## config.mk

```make
export PLATFORM = sky130hd
export DESIGN_NAME = midi_file_chunk_parser_core_flat
export DESIGN_NICKNAME = d
export VERILOG_FILES = /design/src/rtl/mfcp_pkg.sv /design/src/rtl/mfcp_byte_if.sv /design/src/rtl/mfcp_result_if.sv /design/src/rtl/mfcp_chunk_fsm.sv /design/src/rtl/midi_file_chunk_parser_core.sv /design/src/flat_wrapper.sv
export SDC_FILE = /design/constraint.sdc
export NUM_CORES = 1
export LEC_CHECK = 0
export BUFFER_PORTS_ARGS = -buffer_cell sky130_fd_sc_hd__buf_2
export CORE_ASPECT_RATIO = 2
export CORE_UTILIZATION = 30
export DETAILED_ROUTE_END_ITERATION = 10
export GPL_TIMING_DRIVEN = 1
export SKIP_CTS_REPAIR_TIMING = 1
export SYNTH_ARGS = -nofsm -noshare
export SYNTH_HDL_FRONTEND = slang
export SYNTH_HIERARCHICAL = 1
export SYNTH_SLANG_ARGS = --single-unit
```

## constraint.sdc

```tcl
create_clock -name clk -period 8.25 [get_ports clk]
set_input_delay 1.65 -clock clk [delete_from_list [all_inputs] [get_ports clk]]
set_output_delay 1.65 -clock clk [all_outputs]
set_load 0.05 [all_outputs]
```

## src/rtl/mfcp_pkg.sv

```systemverilog
`default_nettype none
// ----------------------------------------------------------------------------
// MIDI file chunk parser package
// Types, tag constants and the result record shared by the parser modules.
// ----------------------------------------------------------------------------
package mfcp_pkg;

	localparam logic [31:0] TAG_HEADER  = 32'h4D54_6864; // "MThd"
	localparam logic [31:0] TAG_TRACK   = 32'h4D54_726B; // "MTrk"
	localparam logic [31:0] HEADER_LEN  = 32'd6;
	localparam logic [2:0]  FIELD_BYTES = 3'd4;

	typedef enum logic [1:0] {
		PH_TYPE   = 2'd0,
		PH_LENGTH = 2'd1,
		PH_BODY   = 2'd2
	} phase_t;

	typedef enum logic [1:0] {
		CK_HEADER  = 2'd0,
		CK_TRACK   = 2'd1,
		CK_UNKNOWN = 2'd2
	} chunk_kind_t;

	typedef enum logic [1:0] {
		RK_CHUNK  = 2'd0,
		RK_FIELDS = 2'd1,
		RK_BODY   = 2'd2
	} result_kind_t;

	typedef struct packed {
		result_kind_t result_kind;
		chunk_kind_t  chunk_type;
		logic [31:0]  chunk_length;
		logic         header_bad;
		logic [15:0]  file_format;
		logic [15:0]  track_count;
		logic [15:0]  time_division;
		logic [7:0]   body_byte;
		logic         body_last;
	} mfcp_result_t;

endpackage : mfcp_pkg
`default_nettype wire

```

## src/rtl/mfcp_byte_if.sv

```systemverilog
`default_nettype none
// ----------------------------------------------------------------------------
// MIDI file byte channel
// Valid/ready channel that moves one raw file byte per beat.
// ----------------------------------------------------------------------------
interface mfcp_byte_if;
	logic       valid;
	logic       ready;
	logic [7:0] data_byte;

	modport source (output valid, output data_byte, input ready);
	modport sink   (input valid, input data_byte, output ready);
endinterface : mfcp_byte_if
`default_nettype wire

```

## src/rtl/mfcp_result_if.sv

```systemverilog
`default_nettype none
// ----------------------------------------------------------------------------
// MIDI file result channel
// Valid/ready channel that moves one parser result record per beat.
// ----------------------------------------------------------------------------
interface mfcp_result_if;
	logic        valid;
	logic        ready;
	logic [1:0]  result_kind;
	logic [1:0]  chunk_type;
	logic [31:0] chunk_length;
	logic        header_bad;
	logic [15:0] file_format;
	logic [15:0] track_count;
	logic [15:0] time_division;
	logic [7:0]  body_byte;
	logic        body_last;

	modport source (
		output valid, output result_kind, output chunk_type, output chunk_length,
		output header_bad, output file_format, output track_count,
		output time_division, output body_byte, output body_last,
		input ready
	);
	modport sink (
		input valid, input result_kind, input chunk_type, input chunk_length,
		input header_bad, input file_format, input track_count,
		input time_division, input body_byte, input body_last,
		output ready
	);
endinterface : mfcp_result_if
`default_nettype wire

```

## src/rtl/mfcp_chunk_fsm.sv

```systemverilog
`default_nettype none
// ----------------------------------------------------------------------------
// MIDI file chunk state machine
// Walks type, length and body phases of each chunk, one byte per step.
// ----------------------------------------------------------------------------
module mfcp_chunk_fsm (
	input  wire logic                  clk,
	input  wire logic                  arst_n,
	input  wire logic                  step,
	input  wire logic [7:0]            data_byte,
	output mfcp_pkg::mfcp_result_t     result,
	output logic                       result_valid
);

	mfcp_pkg::phase_t      phase_q, phase_d;
	mfcp_pkg::chunk_kind_t kind_q, kind_d;
	logic [2:0]            index_q, index_d;
	logic [31:0]           type_q, type_d;
	logic [31:0]           length_q, length_d;
	logic [31:0]           left_q, left_d;
	logic [47:0]           hshift_q, hshift_d;
	logic                  emit;

	always_ff @(posedge clk or negedge arst_n) begin
		if (!arst_n) begin
			phase_q  <= mfcp_pkg::PH_TYPE;
			kind_q   <= mfcp_pkg::CK_HEADER;
			index_q  <= '0;
			type_q   <= '0;
			length_q <= '0;
			left_q   <= '0;
			hshift_q <= '0;
		end else if (step) begin
			phase_q  <= phase_d;
			kind_q   <= kind_d;
			index_q  <= index_d;
			type_q   <= type_d;
			length_q <= length_d;
			left_q   <= left_d;
			hshift_q <= hshift_d;
		end
	end

	always_comb begin
		phase_d  = phase_q;
		kind_d   = kind_q;
		index_d  = index_q;
		type_d   = type_q;
		length_d = length_q;
		left_d   = left_q;
		hshift_d = hshift_q;
		emit     = 1'b0;
		result   = '0;

		unique case (phase_q)
			mfcp_pkg::PH_LENGTH: begin
				length_d = {length_q[23:0], data_byte};
				index_d  = index_q + 3'd1;
				if (index_d >= mfcp_pkg::FIELD_BYTES) begin
					emit               = 1'b1;
					result.result_kind = mfcp_pkg::RK_CHUNK;
					result.header_bad  = (kind_q == mfcp_pkg::CK_HEADER) &&
						(length_d != mfcp_pkg::HEADER_LEN);
					left_d   = length_d;
					hshift_d = '0;
					if (length_d == '0) begin
						phase_d = mfcp_pkg::PH_TYPE;
						index_d = '0;
						type_d  = '0;
					end else begin
						phase_d = mfcp_pkg::PH_BODY;
					end
				end
			end
			mfcp_pkg::PH_BODY: begin
				left_d = left_q - 32'd1;
				if (kind_q == mfcp_pkg::CK_HEADER) begin
					if (length_q == mfcp_pkg::HEADER_LEN) begin
						hshift_d = {hshift_q[39:0], data_byte};
						if (left_d == '0) begin
							emit                 = 1'b1;
							result.result_kind   = mfcp_pkg::RK_FIELDS;
							result.file_format   = hshift_d[47:32];
							result.track_count   = hshift_d[31:16];
							result.time_division = hshift_d[15:0];
						end
					end
				end else begin
					emit               = 1'b1;
					result.result_kind = mfcp_pkg::RK_BODY;
					result.body_byte   = data_byte;
					result.body_last   = (left_d == '0);
				end
				if (left_d == '0) begin
					phase_d = mfcp_pkg::PH_TYPE;
					index_d = '0;
					type_d  = '0;
				end
			end
			default: begin
				// Type bytes; the unused phase code is handled the same way.
				phase_d = mfcp_pkg::PH_TYPE;
				type_d  = {type_q[23:0], data_byte};
				index_d = index_q + 3'd1;
				if (index_d >= mfcp_pkg::FIELD_BYTES) begin
					if (type_d == mfcp_pkg::TAG_HEADER) begin
						kind_d = mfcp_pkg::CK_HEADER;
					end else if (type_d == mfcp_pkg::TAG_TRACK) begin
						kind_d = mfcp_pkg::CK_TRACK;
					end else begin
						kind_d = mfcp_pkg::CK_UNKNOWN;
					end
					length_d = '0;
					index_d  = '0;
					phase_d  = mfcp_pkg::PH_LENGTH;
				end
			end
		endcase

		result.chunk_type   = kind_d;
		result.chunk_length = length_d;
		result_valid        = step && emit;
	end

endmodule : mfcp_chunk_fsm
`default_nettype wire

```

## src/rtl/midi_file_chunk_parser_core.sv

```systemverilog
`default_nettype none
// ----------------------------------------------------------------------------
// MIDI file chunk parser core
// Splits a Standard MIDI File byte stream into chunk, header and body results.
// ----------------------------------------------------------------------------
// Usage:
// The bytes channel takes the file one byte per beat, starting at a chunk
// boundary. The results channel gives at most one record per byte: a chunk
// record after the fourth length byte, a header record after the sixth byte of
// a well-formed MThd body, and one body record per byte of track and unknown
// chunks, with body_last on the final byte.
// A byte is first captured in an input register; the chunk state machine then
// updates its state and writes any result into the output register. A result
// therefore appears once its byte has passed both registers, and one byte is
// taken every cycle while the receiver keeps up.
// When the receiver stalls, the pending result stays in the output register
// and the input register still holds one more byte; ready drops only when
// both are full. Ready is never low while the output register is empty.
// Reset clears all control state; the parser then expects a chunk type tag.
// ----------------------------------------------------------------------------
module midi_file_chunk_parser_core (
	input  wire logic       clk,
	input  wire logic       arst_n,
	mfcp_byte_if.sink       bytes,
	mfcp_result_if.source   results
);

	logic                   valid_s1;
	logic [7:0]             byte_s1;
	logic                   advance;
	logic                   step;
	logic                   out_valid_q;
	mfcp_pkg::mfcp_result_t res_q;
	mfcp_pkg::mfcp_result_t fsm_result;
	logic                   fsm_valid;

	// The state machine moves on when the output register can take a result.
	assign advance     = !out_valid_q || results.ready;
	assign step        = valid_s1 && advance;
	assign bytes.ready = !valid_s1 || advance;

	// Input register.
	always_ff @(posedge clk or negedge arst_n) begin
		if (!arst_n) begin
			valid_s1 <= 1'b0;
		end else if (bytes.ready) begin
			valid_s1 <= bytes.valid;
		end
	end

	always_ff @(posedge clk) begin
		if (bytes.ready && bytes.valid) begin
			byte_s1 <= bytes.data_byte;
		end
	end

	mfcp_chunk_fsm u_fsm (
		.clk          (clk),
		.arst_n       (arst_n),
		.step         (step),
		.data_byte    (byte_s1),
		.result       (fsm_result),
		.result_valid (fsm_valid)
	);

	// Output register.
	always_ff @(posedge clk or negedge arst_n) begin
		if (!arst_n) begin
			out_valid_q <= 1'b0;
		end else if (advance) begin
			out_valid_q <= fsm_valid;
		end
	end

	always_ff @(posedge clk) begin
		if (fsm_valid) begin
			res_q <= fsm_result;
		end
	end

	assign results.valid         = out_valid_q;
	assign results.result_kind   = res_q.result_kind;
	assign results.chunk_type    = res_q.chunk_type;
	assign results.chunk_length  = res_q.chunk_length;
	assign results.header_bad    = res_q.header_bad;
	assign results.file_format   = res_q.file_format;
	assign results.track_count   = res_q.track_count;
	assign results.time_division = res_q.time_division;
	assign results.body_byte     = res_q.body_byte;
	assign results.body_last     = res_q.body_last;

`ifndef SYNTHESIS
	// Body records only come from track and unknown chunks.
	a_body_not_header: assert property (@(posedge clk) disable iff (!arst_n)
		(out_valid_q && res_q.result_kind == mfcp_pkg::RK_BODY) |->
		(res_q.chunk_type != mfcp_pkg::CK_HEADER))
		else $error("body record carries a header chunk type");

	// Header field records only follow a header of length six.
	a_fields_len: assert property (@(posedge clk) disable iff (!arst_n)
		(out_valid_q && res_q.result_kind == mfcp_pkg::RK_FIELDS) |->
		(res_q.chunk_length == mfcp_pkg::HEADER_LEN &&
		 res_q.chunk_type == mfcp_pkg::CK_HEADER))
		else $error("header fields reported for a malformed header");

	// A bad-header flag only rides on a chunk record of a header chunk.
	a_bad_flag: assert property (@(posedge clk) disable iff (!arst_n)
		(out_valid_q && res_q.header_bad) |->
		(res_q.result_kind == mfcp_pkg::RK_CHUNK &&
		 res_q.chunk_type == mfcp_pkg::CK_HEADER))
		else $error("header_bad set on a wrong record");

	// An empty output register never holds back the input side.
	a_no_false_stall: assert property (@(posedge clk) disable iff (!arst_n)
		!out_valid_q |-> bytes.ready)
		else $error("input stalled while output register is empty");
`endif

endmodule : midi_file_chunk_parser_core
`default_nettype wire

```

## src/flat_wrapper.sv

```systemverilog
// flat-port wrapper written by rule: the top's interface ports become plain ports
module midi_file_chunk_parser_core_flat 
  (clk, arst_n, bytes_valid, bytes_data_byte, bytes_ready, results_valid, results_result_kind, results_chunk_type, results_chunk_length, results_header_bad, results_file_format, results_track_count, results_time_division, results_body_byte, results_body_last, results_ready);
  mfcp_byte_if bytes_i ();
  mfcp_result_if results_i ();
  input  wire logic clk;
  input  wire logic arst_n;
  input wire logic [$bits(bytes_i.valid)-1:0] bytes_valid;
  input wire logic [$bits(bytes_i.data_byte)-1:0] bytes_data_byte;
  output wire logic [$bits(bytes_i.ready)-1:0] bytes_ready;
  output wire logic [$bits(results_i.valid)-1:0] results_valid;
  output wire logic [$bits(results_i.result_kind)-1:0] results_result_kind;
  output wire logic [$bits(results_i.chunk_type)-1:0] results_chunk_type;
  output wire logic [$bits(results_i.chunk_length)-1:0] results_chunk_length;
  output wire logic [$bits(results_i.header_bad)-1:0] results_header_bad;
  output wire logic [$bits(results_i.file_format)-1:0] results_file_format;
  output wire logic [$bits(results_i.track_count)-1:0] results_track_count;
  output wire logic [$bits(results_i.time_division)-1:0] results_time_division;
  output wire logic [$bits(results_i.body_byte)-1:0] results_body_byte;
  output wire logic [$bits(results_i.body_last)-1:0] results_body_last;
  input wire logic [$bits(results_i.ready)-1:0] results_ready;
  assign bytes_i.valid = bytes_valid;
  assign bytes_i.data_byte = bytes_data_byte;
  assign bytes_ready = bytes_i.ready;
  assign results_valid = results_i.valid;
  assign results_result_kind = results_i.result_kind;
  assign results_chunk_type = results_i.chunk_type;
  assign results_chunk_length = results_i.chunk_length;
  assign results_header_bad = results_i.header_bad;
  assign results_file_format = results_i.file_format;
  assign results_track_count = results_i.track_count;
  assign results_time_division = results_i.time_division;
  assign results_body_byte = results_i.body_byte;
  assign results_body_last = results_i.body_last;
  assign results_i.ready = results_ready;
  midi_file_chunk_parser_core u_core (.clk(clk), .arst_n(arst_n), .bytes(bytes_i), .results(results_i));
endmodule
```

Word level (Yosys, flattened, before mapping) --
Index checks and enable logic that the tools add are counted.
Storage, ports and cells: flip-flop bits (word level) 239, output and inout port bits 96
Cells by class: add/subtract/negate cells 2, magnitude comparators 1, equality and inequality tests 11, muxes and demuxes 34, bitwise logic cells 1, reduce and logical (&&, ||, !) cells 22
Operators by type and width (number):
- 32-bit one-hot mux with 2 select lines | 2
- 40-bit 2-to-1 mux | 3
- 40-bit one-hot mux with 2 select lines | 1
- 24-bit 2-to-1 mux | 3
- 32-bit by 31-bit == test with 1-bit output (second input constant) | 2
- 32-bit logical NOT | 2
- 32-bit 2-to-1 mux | 2
- 24-bit one-hot mux with 2 select lines | 1
- 32-bit by 3-bit == test with 1-bit output (second input constant) | 1
- 32-bit by 3-bit != test with 1-bit output (second input constant) | 1
- 32-bit by 1-bit subtractor with 32-bit output (second input constant) | 1
- 2-bit 2-to-1 mux | 8
- 3-bit 2-to-1 mux | 4
- 2-bit != test (second input constant) | 5
- 3-bit AND reduction | 3
- 4-bit AND reduction | 2
- 1-bit 2-to-1 mux | 7
- 3-bit one-hot mux with 2 select lines | 1
- 5-bit AND reduction | 1
- 1-bit logical AND | 4
- 2-bit one-hot mux with 2 select lines | 1
- 2-bit AND reduction | 2
- 2-bit OR reduction | 2
- 3-bit by 1-bit adder with 3-bit output (second input constant) | 1
- 9 further kinds | 11

Longest topological paths before layout --
Gate-level depths: netlist of run 1.
word-level depth 7, gate-level depth with buffers 13, depth with buffers taken out 11

Cells and area by module --
Netlist of run 1, hierarchy kept.
Modules (own cells, without submodules):
- mfcp_chunk_fsm | times used 1, cells each 1126, area each 8643.3 µm²
- midi_file_chunk_parser_core | times used 1, cells each 110, area each 3166.8 µm²

Worst setup path after synthesis of run 1 --
No wires, ideal clock.
path kind reg2reg, start register u_core.u_fsm.left_q[0], end register u_core.res_q, in the netlist u_core/results.body_byte[0], enable pin, library setup time 464 ps, arrival time 4832 ps, data required time 7786 ps, path slack 2953 ps, cell stages (with the launch flop) 12, buffers on the path 1, clock period less this slack 5297 ps, cell sequence dfrtp_1 clkbuf_1 inv_1 ha_1 nor3b_2 nand3_1 o31a_1 nor4_1 nand4_1 or4_4 o21ai_0 and3b_1
Between the ends: longest elaborated chain between the ends 7
Ends and longest elaborated chain:
- start: declaration | RTL line mfcp_chunk_fsm.sv:20 | logic [31:0] left_q, left_d;
- start signal: assignment | RTL line mfcp_chunk_fsm.sv:39 | left_q <= left_d;
- 32-bit by 1-bit subtractor with 32-bit output | RTL line mfcp_chunk_fsm.sv:76 | left_d = left_q - 32'd1;
- 32-bit logical NOT | RTL line mfcp_chunk_fsm.sv:80 | if (left_d == '0) begin
- 1-bit 2-to-1 mux | RTL line mfcp_chunk_fsm.sv:80
- 1-bit 2-to-1 mux | RTL line mfcp_chunk_fsm.sv:78 | if (length_q == mfcp_pkg::HEADER_LEN) begin
- 1-bit 2-to-1 mux | RTL line mfcp_chunk_fsm.sv:77 | if (kind_q == mfcp_pkg::CK_HEADER) begin
- 1-bit one-hot mux with 2 select lines | RTL line mfcp_chunk_fsm.sv:55 | unique case (phase_q)
- 1-bit logical AND | RTL line mfcp_chunk_fsm.sv:122 | result_valid = step && emit;
- net u_core.fsm_valid | RTL line midi_file_chunk_parser_core.sv:35 | logic fsm_valid;
- end signal: assignment | RTL line midi_file_chunk_parser_core.sv:77 | res_q <= fsm_result;
- end: declaration | RTL line midi_file_chunk_parser_core.sv:33 | mfcp_pkg::mfcp_result_t res_q;
The timed path passes the listed nets, and every way through them passes these cells. A chain may end at the register's enable or synchronous reset.

Final worst setup path of run 1 --
start register u_core.u_fsm.left_q[0], end register u_core.res_q, in the netlist u_core/results.chunk_length[22], enable pin
The elaborated chain is that of the path after synthesis.

==> results of run 1 <==
==> power by group through the flow <==
stage                     clock, mW  combinational [mW]  sequential [mW]
final                          1.05                1.31             1.65
after global routing           1.12                1.47             1.67
after CTS                      1.08                1.31             1.64
after detailed placement          0                1.30             1.67
after global placement            0                1.28             1.66
after floorplan                   0                1.12             1.50
==> worst max path at each step <==
stage | from | endpoint | slack [ns]
floorplan | u_core/u_fsm/left_q[0] | u_core/results.body_byte[0] | 2.95
global placement | u_core/u_fsm/left_q[0] | u_core/results.chunk_length[25] | 3.58
detailed placement | u_core/u_fsm/left_q[1] | u_core/results.chunk_length[16] | 3.48
CTS | u_core/u_fsm/left_q[1] | u_core/results.chunk_length[20] | 3.45
global route | u_core/u_fsm/left_q[1] | u_core/results.chunk_length[22] | 3.12
finish | u_core/u_fsm/left_q[0] | u_core/results.chunk_length[22] | 3.42
==> stage by stage <==
| step | instances | power, mW | hold WS [ns] | utilization | setup slack, ns |
|---|---|---|---|---|---|
| after global placement | 1744 | 2.943 | 0.4451 | 0.3250 | 3.576 |
| after floorplan | 1236 | 2.621 | 0.4304 | - | 2.953 |
| after global routing | 1780 | 4.257 | 0.4904 | 0.3434 | 3.119 |
| after CTS | 1780 | 4.026 | 0.4629 | 0.3434 | 3.451 |
| after detailed placement | 1744 | 2.972 | 0.4483 | 0.3250 | 3.478 |
| final | 1780 | 4.010 | 0.4579 | 0.3434 | 3.424 |
==> cells in the final DEF, fill, tap and decap left out, types with 9 or more instances in the layout <==
master,instances
nand2_1,150
o21ai_0,144
dfrtp_1,137
buf_2,106
edfxtp_1,102
nand3_1,94
nor2_1,86
a22oi_1,63
and2_1,58
a21oi_1,58
nand4_1,33
o22ai_1,24
clkbuf_16,20
nor4_1,20
buf_4,15
inv_1,12
nor3_1,9
==> flip-flops by register name, indices dropped and copies added (netlist names) <==
name and cells:
u_core/results.result_kind 2, u_core/results.body_byte 8, u_core/results.track_count 16, u_core/u_fsm/left_q 32, u_core/valid_s1 1, u_core/results.time_division 16
u_core/u_fsm/type_q 24, u_core/results.body_last 1, u_core/u_fsm/length_q 32, u_core/u_fsm/kind_q 2, u_core/results.chunk_type 2, u_core/u_fsm/phase_q 2
u_core/u_fsm/hshift_q 40, u_core/results.chunk_length 32, u_core/u_fsm/index_q 3, u_core/results.header_bad 1, u_core/results.valid 1, u_core/results.file_format 16
u_core/byte_s1 8
==> routing by layer <==
layer / wire (um) / vias to the layer above
li1: - / 4473
met1: 11810 / 4610
met2: 17160 / 253
met3: 1248 / 79
met4: 1818 / 0
met5: 0 / -
==> worst max-delay path: cells and delay by family, from the launching register on <==
family	cells	cell delay [ns]
DFF	1	0.49
and+or+nand+nor	6	2.36
adders and majority gates	1	0.20
buffers and inverters	2	0.83
AOI/OAI and AO/OA	2	0.48
==> logic make-up (layout without fill, tap and decap cells) <==
| family | count (synthesis) | in the layout | synth area share |
|---|---|---|---|
| AOI/OAI and AO/OA | 326 | 326 | 0.1646 |
| and+or+nand+nor | 500 | 500 | 0.2140 |
| xor gates and xnor gates | 12 | 12 | 0.008899 |
| DFF | 239 | 239 | 0.5496 |
| muxes | 8 | 8 | 0.007098 |
| adders and majority gates | 5 | 5 | 0.005297 |
| buffers and inverters | 146 | 170 | 0.05043 |
==> layout make-up <==
class                      instances  share of cell area
multi-input combinational        851              0.3579
inverter                          12            0.003381
clock inverter                    15             0.01578
clock buffer                      21             0.03784
sequential                       239              0.4872
timing repair buffer             122             0.04911
tap                              520             0.04883
==> run_results.csv, run 1 <==
group,metric,value,unit
worst_setup_path,crit_chain,"inv_1 -> ha_1 -> nor3b_2 -> nand3_1 -> o31a_1 -> nor4_1 -> nand4_1 -> or4_4 -> o21ai_0 -> and3b_4 -> buf_4",
synth,ys_top_cells_by_area,"dfrtp_1, edfxtp_1, o21ai_0",
sta,fin_crit_sh,0.5850,
cells_and_area,fill_cells,3912,
detailed_routing,ant_nets,0,
sta,setup_viol,0,
synth,synth_edf_count,102,
synth,synthCells,1236,
sta,layout_min_cycle_time,4.826,ns
global_route,grt_pass1_wl,50140,um
worst_setup_path,crit_path_end_kind,"register",
die,core,0.03880,sq mm
synth,synthArstFlopShare,0.5732,
place,post_dp_cell_area,0.01261,sq mm
synth,yosysTopAreaCell,"dfrtp_1",
synth,synth_top_area_share,0.2903,
detailed_routing,routed_wl,32040,um
power_and_ir_drop,peakVddDrop,0.2036,mV
power_and_ir_drop,netSwitchingFraction,0.3955,
place,portBuffers,107,
cells_and_area,multi_input_area,0.004768,sq mm
global_route,grt_max_degree,106,
sta,relSlewSlack,0.1947,
worst_hold_path,hold_depth,2,
synth,synth_seq_cells,239,
sta,fmax,0.2072,GHz
worst_setup_path,r2r_slack,3.42,ns
place,post-dp-hpwl,21320,um
detailed_routing,first_iter_violations,799,
clock_tree,cts_buffer_depth,3,
global_route,antenna_found_initial,0,
die,die_w,142.3,um
clock_tree,cts_htree_levels,1,
worst_hold_path,hp-start,"u_core/u_fsm/hshift_q[32]",
cells_and_area,final_area,0.01332,sq mm
cells_and_area,area_delta_synth_final,12.82,%
detailed_routing,vias,9415,
worst_setup_path,worstPathArrival,4.97,ns
global_route,grt_use_met2,0.2961,
synth,ys_top_cells_by_count,"nand2_1, o21ai_0, dfrtp_1",
die,die_h,282.6,um
cells_and_area,seq_area,0.006491,sq mm
synth,yosysWarningCount,6,
synth,postSynthAreaPerCell,9.555,sq um
detailed_routing,vias_per_cell,5.289,
synth,ys_seq_area_frac,0.5496,
worst_setup_path,reg2regPathDepth,11,
worst_setup_path,r2r_start,"u_core/u_fsm/left_q[0]",
synth,synth_nets,1253,
global_route,met3_usage,0.01574,
worst_hold_path,worstHoldPathType,"register to register",
worst_setup_path,critPathMaxStageDelay,0.72,ns
clock_tree,tritoncts,"done",
power_and_ir_drop,p_seq_frac,0.411,
synth,synth_flop_cell,"dfrtp_1",
die,ios,108,
power_and_ir_drop,pwr-share-comb,0.327,
clock_tree,cts_buffers,20,
synth,netlist_area,0.01181,sq mm
sta,worst_slew_pin_slew,1.205,ns
sta,hold_viol,0,
die,rows,102,
sta,rsz0062_at_grt,"false",
clock_tree,worstSkewPairLatency,0.53,ns
sta,tns,0,ns
power_and_ir_drop,p_int,2.424,mW
worst_hold_path,min_to,"u_core/u_fsm/hshift_q[32]",
synth,yosysMostFrequentCell,"nand2_1",
clock_tree,cts-root-buf,"clkbuf_16",
global_route,track_usage,0.1593,
synth,synth_cell_types,71,
detailed_routing,drc_errors,0,
detailed_routing,first_pass_iters,6,
detailed_routing,wire_per_inst,18.00,um
cells_and_area,nNetsFinal,1263,
worst_setup_path,rr_endpoint,"u_core/results.chunk_length[22]",
global_route,first_global_vias,8898,
power_and_ir_drop,pwr-share-clk,0.261,
status,outcome,"completed",
worst_setup_path,startpoint_type,"register",
worst_setup_path,crit_type,"register to register",
global_route,use_met1,0.1726,
worst_setup_path,required,8.39,ns
flow_run,cap_violations,0,
die,dieArea,0.04021,sq mm
die,start_util,0.3044,
cells_and_area,drive_gt1_frac,0.1405,
place,routabilityCongestion,0.9243,
global_route,gr-total-overflow,0,
worst_setup_path,slowest_stage,"buf_4",
clock_tree,numClockSinks,239,
clock_tree,clk_pin_slew,0.07,ns
power_and_ir_drop,p_leak,5.505,nW
sta,finalClockSkew,0.02239,ns
worst_setup_path,critical_path.max_fanout,64,
sta,slew_violations,0,
power_and_ir_drop,power.switching,1.586,mW
cells_and_area,n_antenna_cell,0,
power_and_ir_drop,power.density,301.0,mW/mm^2
global_route,busiest_layer,"met2",
No activity file was read; power rests on OpenSTA's default activity.
==> run 2, diff against run 1 <==
==> constraint.sdc (replaced) <==
create_clock -name clk -period 4.1 [get_ports clk]
set_input_delay 0.82 -clock clk [delete_from_list [all_inputs] [get_ports clk]]
set_output_delay 0.82 -clock clk [all_outputs]
set_load 0.05 [all_outputs]
==> run_results.csv, run 2 (synthesized netlist as in run 1, its figures left out) <==
group,metric,value,unit
sta,rsz0062_at_grt,"false",
global_route,busiest_layer,"met2",
global_route,use_met1,0.1728,
worst_setup_path,crit_path_end_kind,"register",
die,core,0.03880,sq mm
cells_and_area,drive_gt1_frac,0.1593,
die,dieArea,0.04021,sq mm
sta,worst_slew_pin_slew,1.045,ns
clock_tree,cts-root-buf,"clkbuf_16",
worst_setup_path,slowest_stage,"nor4_2",
cells_and_area,nNetsFinal,1289,
detailed_routing,wire_per_inst,18.07,um
sta,relSlewSlack,0.3035,
cells_and_area,multi_input_area,0.004768,sq mm
sta,setup_viol,0,
global_route,met3_usage,0.01371,
sta,finalClockSkew,0.01721,ns
global_route,track_usage,0.1624,
worst_hold_path,worstHoldPathType,"input port to async pin",
sta,tns,0,ns
die,rows,102,
global_route,grt_use_met2,0.3144,
place,routabilityCongestion,0.9122,
detailed_routing,vias_per_cell,5.245,
worst_setup_path,crit_type,"register to register",
detailed_routing,ant_nets,0,
cells_and_area,area_delta_synth_final,15.34,%
worst_setup_path,critical_path.max_fanout,28,
clock_tree,worstSkewPairLatency,0.52,ns
detailed_routing,first_pass_iters,6,
flow_run,cap_violations,0,
clock_tree,tritoncts,"done",
worst_setup_path,critPathMaxStageDelay,0.56,ns
power_and_ir_drop,peakVddDrop,0.3458,mV
die,die_w,142.3,um
detailed_routing,routed_wl,32660,um
sta,layout_min_cycle_time,3.884,ns
cells_and_area,seq_area,0.006491,sq mm
sta,hold_viol,0,
clock_tree,numClockSinks,239,
cells_and_area,final_core_util,0.3511,
sta,fin_crit_sh,0.9472,
global_route,first_global_vias,9197,
global_route,grt_pass1_wl,51210,um
global_route,gr-total-overflow,0,
worst_setup_path,startpoint_type,"register",
status,outcome,"completed",
clock_tree,cts_htree_levels,1,
sta,whs,0.3613,ns
worst_setup_path,crit_family,"simple AND/OR/NAND/NOR gates",
clock_tree,cts_buffers,21,
cells_and_area,top_register,"u_core/u_fsm/hshift_q",
sta,slew_violations,0,
cells_and_area,layout_commonest_cell,"nand2_1",
place,post_dp_cell_area,0.01284,sq mm
die,ios,108,
power_and_ir_drop,p_leak,5.662,nW
place,portBuffers,107,
worst_setup_path,required,4.32,ns
sta,fmax,0.2575,GHz
worst_setup_path,path_depth,9,
worst_setup_path,reg2regPathDepth,9,
global_route,antenna_found_initial,0,
die,start_util,0.3044,
cells_and_area,fill_cells,3912,
clock_tree,cts_buffer_depth,3,
worst_setup_path,worstPathArrival,4.10,ns
worst_setup_path,crit_buf_inv,1,
place,post-dp-hpwl,21740,um
die,die_h,282.6,um
detailed_routing,drc_errors,0,
power_and_ir_drop,power.density,608.0,mW/mm^2
global_route,grt_max_degree,162,
clock_tree,clk_pin_slew,0.08,ns
worst_setup_path,crit_chain,"nor4_2 -> nand4_2 -> o41a_1 -> nor4_1 -> nand4_1 -> or4_4 -> o21ai_0 -> and3b_4 -> buf_12",
detailed_routing,first_iter_violations,911,
cells_and_area,mostFrequentLayoutCells,"nand2_1, o21ai_0, dfrtp_1",
cells_and_area,final_area,0.01362,sq mm
cells_and_area,n_antenna_cell,0,
cells_and_area,largest_reg_flops,40,
detailed_routing,vias,9477,
run 2: report_power, final:
| part | switching [mW] | internal [mW] | leakage [nW] |
|---|---|---|---|
| Combinational | 1.92 | 0.941 | 2.35 |
| Clock | 0.933 | 1.21 | 0.351 |
| Sequential | 0.470 | 2.80 | 2.96 |
run 2: routing by layer:
| metal | vias to the layer above | part of all wire | wire [um] |
|---|---|---|---|
| met5 | - | 0 | 0 |
| met4 | 0 | 0.045 | 1485 |
| met3 | 78 | 0.036 | 1186 |
| met2 | 269 | 0.55 | 18070 |
| met1 | 4608 | 0.36 | 11910 |
| li1 | 4522 | - | - |
run 2: worst register-to-register path, delay by kind of cell, from the launching register on:
family                 cells  cell delay, ns
AND/OR/NAND/NOR            6            2.19
AO/OA/AOI/OAI              2            0.64
flip-flops                 1            0.50
buffers and inverters      1            0.23
run 2: worst paths after layout:
path | slack (ns) | endpoint | startpoint
setup / recovery | 0.22 | u_core/results.chunk_length[23] | u_core/u_fsm/left_q[14]
hold / removal | 0.36 | u_core/results.valid | arst_n
setup reg to reg | 0.22 | u_core/results.chunk_length[23] | u_core/u_fsm/left_q[14]
hold reg to reg | 0.46 | u_core/u_fsm/hshift_q[35] | u_core/u_fsm/hshift_q[35]
max in group asynchronous | 2.94 | u_core/u_fsm/hshift_q[38] | arst_n
min in group clk | 0.46 | u_core/u_fsm/hshift_q[35] | u_core/u_fsm/hshift_q[35]
run 2: final cells by class:
class / count / share of cell area
Inverter: 12 / 0.003307
Sequential cell: 239 / 0.4765
Clock buffer: 23 / 0.03913
Timing Repair Buffer: 147 / 0.06825
Multi-Input combinational cell: 851 / 0.3501
Tap cell: 520 / 0.04776
Clock inverter: 15 / 0.01497
run 2: stage by stage:
| stage | std cells | total power [mW] | setup slack (ns) |
|---|---|---|---|
| 2_1_floorplan | 1236 | 5.273 | 0.1977 |
| 3_3_place_gp | 1763 | 6.083 | 0.2673 |
| 3_5_place_dp | 1763 | 6.140 | 0.2641 |
| 4_1_cts | 1801 | 8.293 | 0.2476 |
| 5_1_grt | 1807 | 8.740 | 0.005790 |
| 6_report | 1807 | 8.282 | 0.2163 |
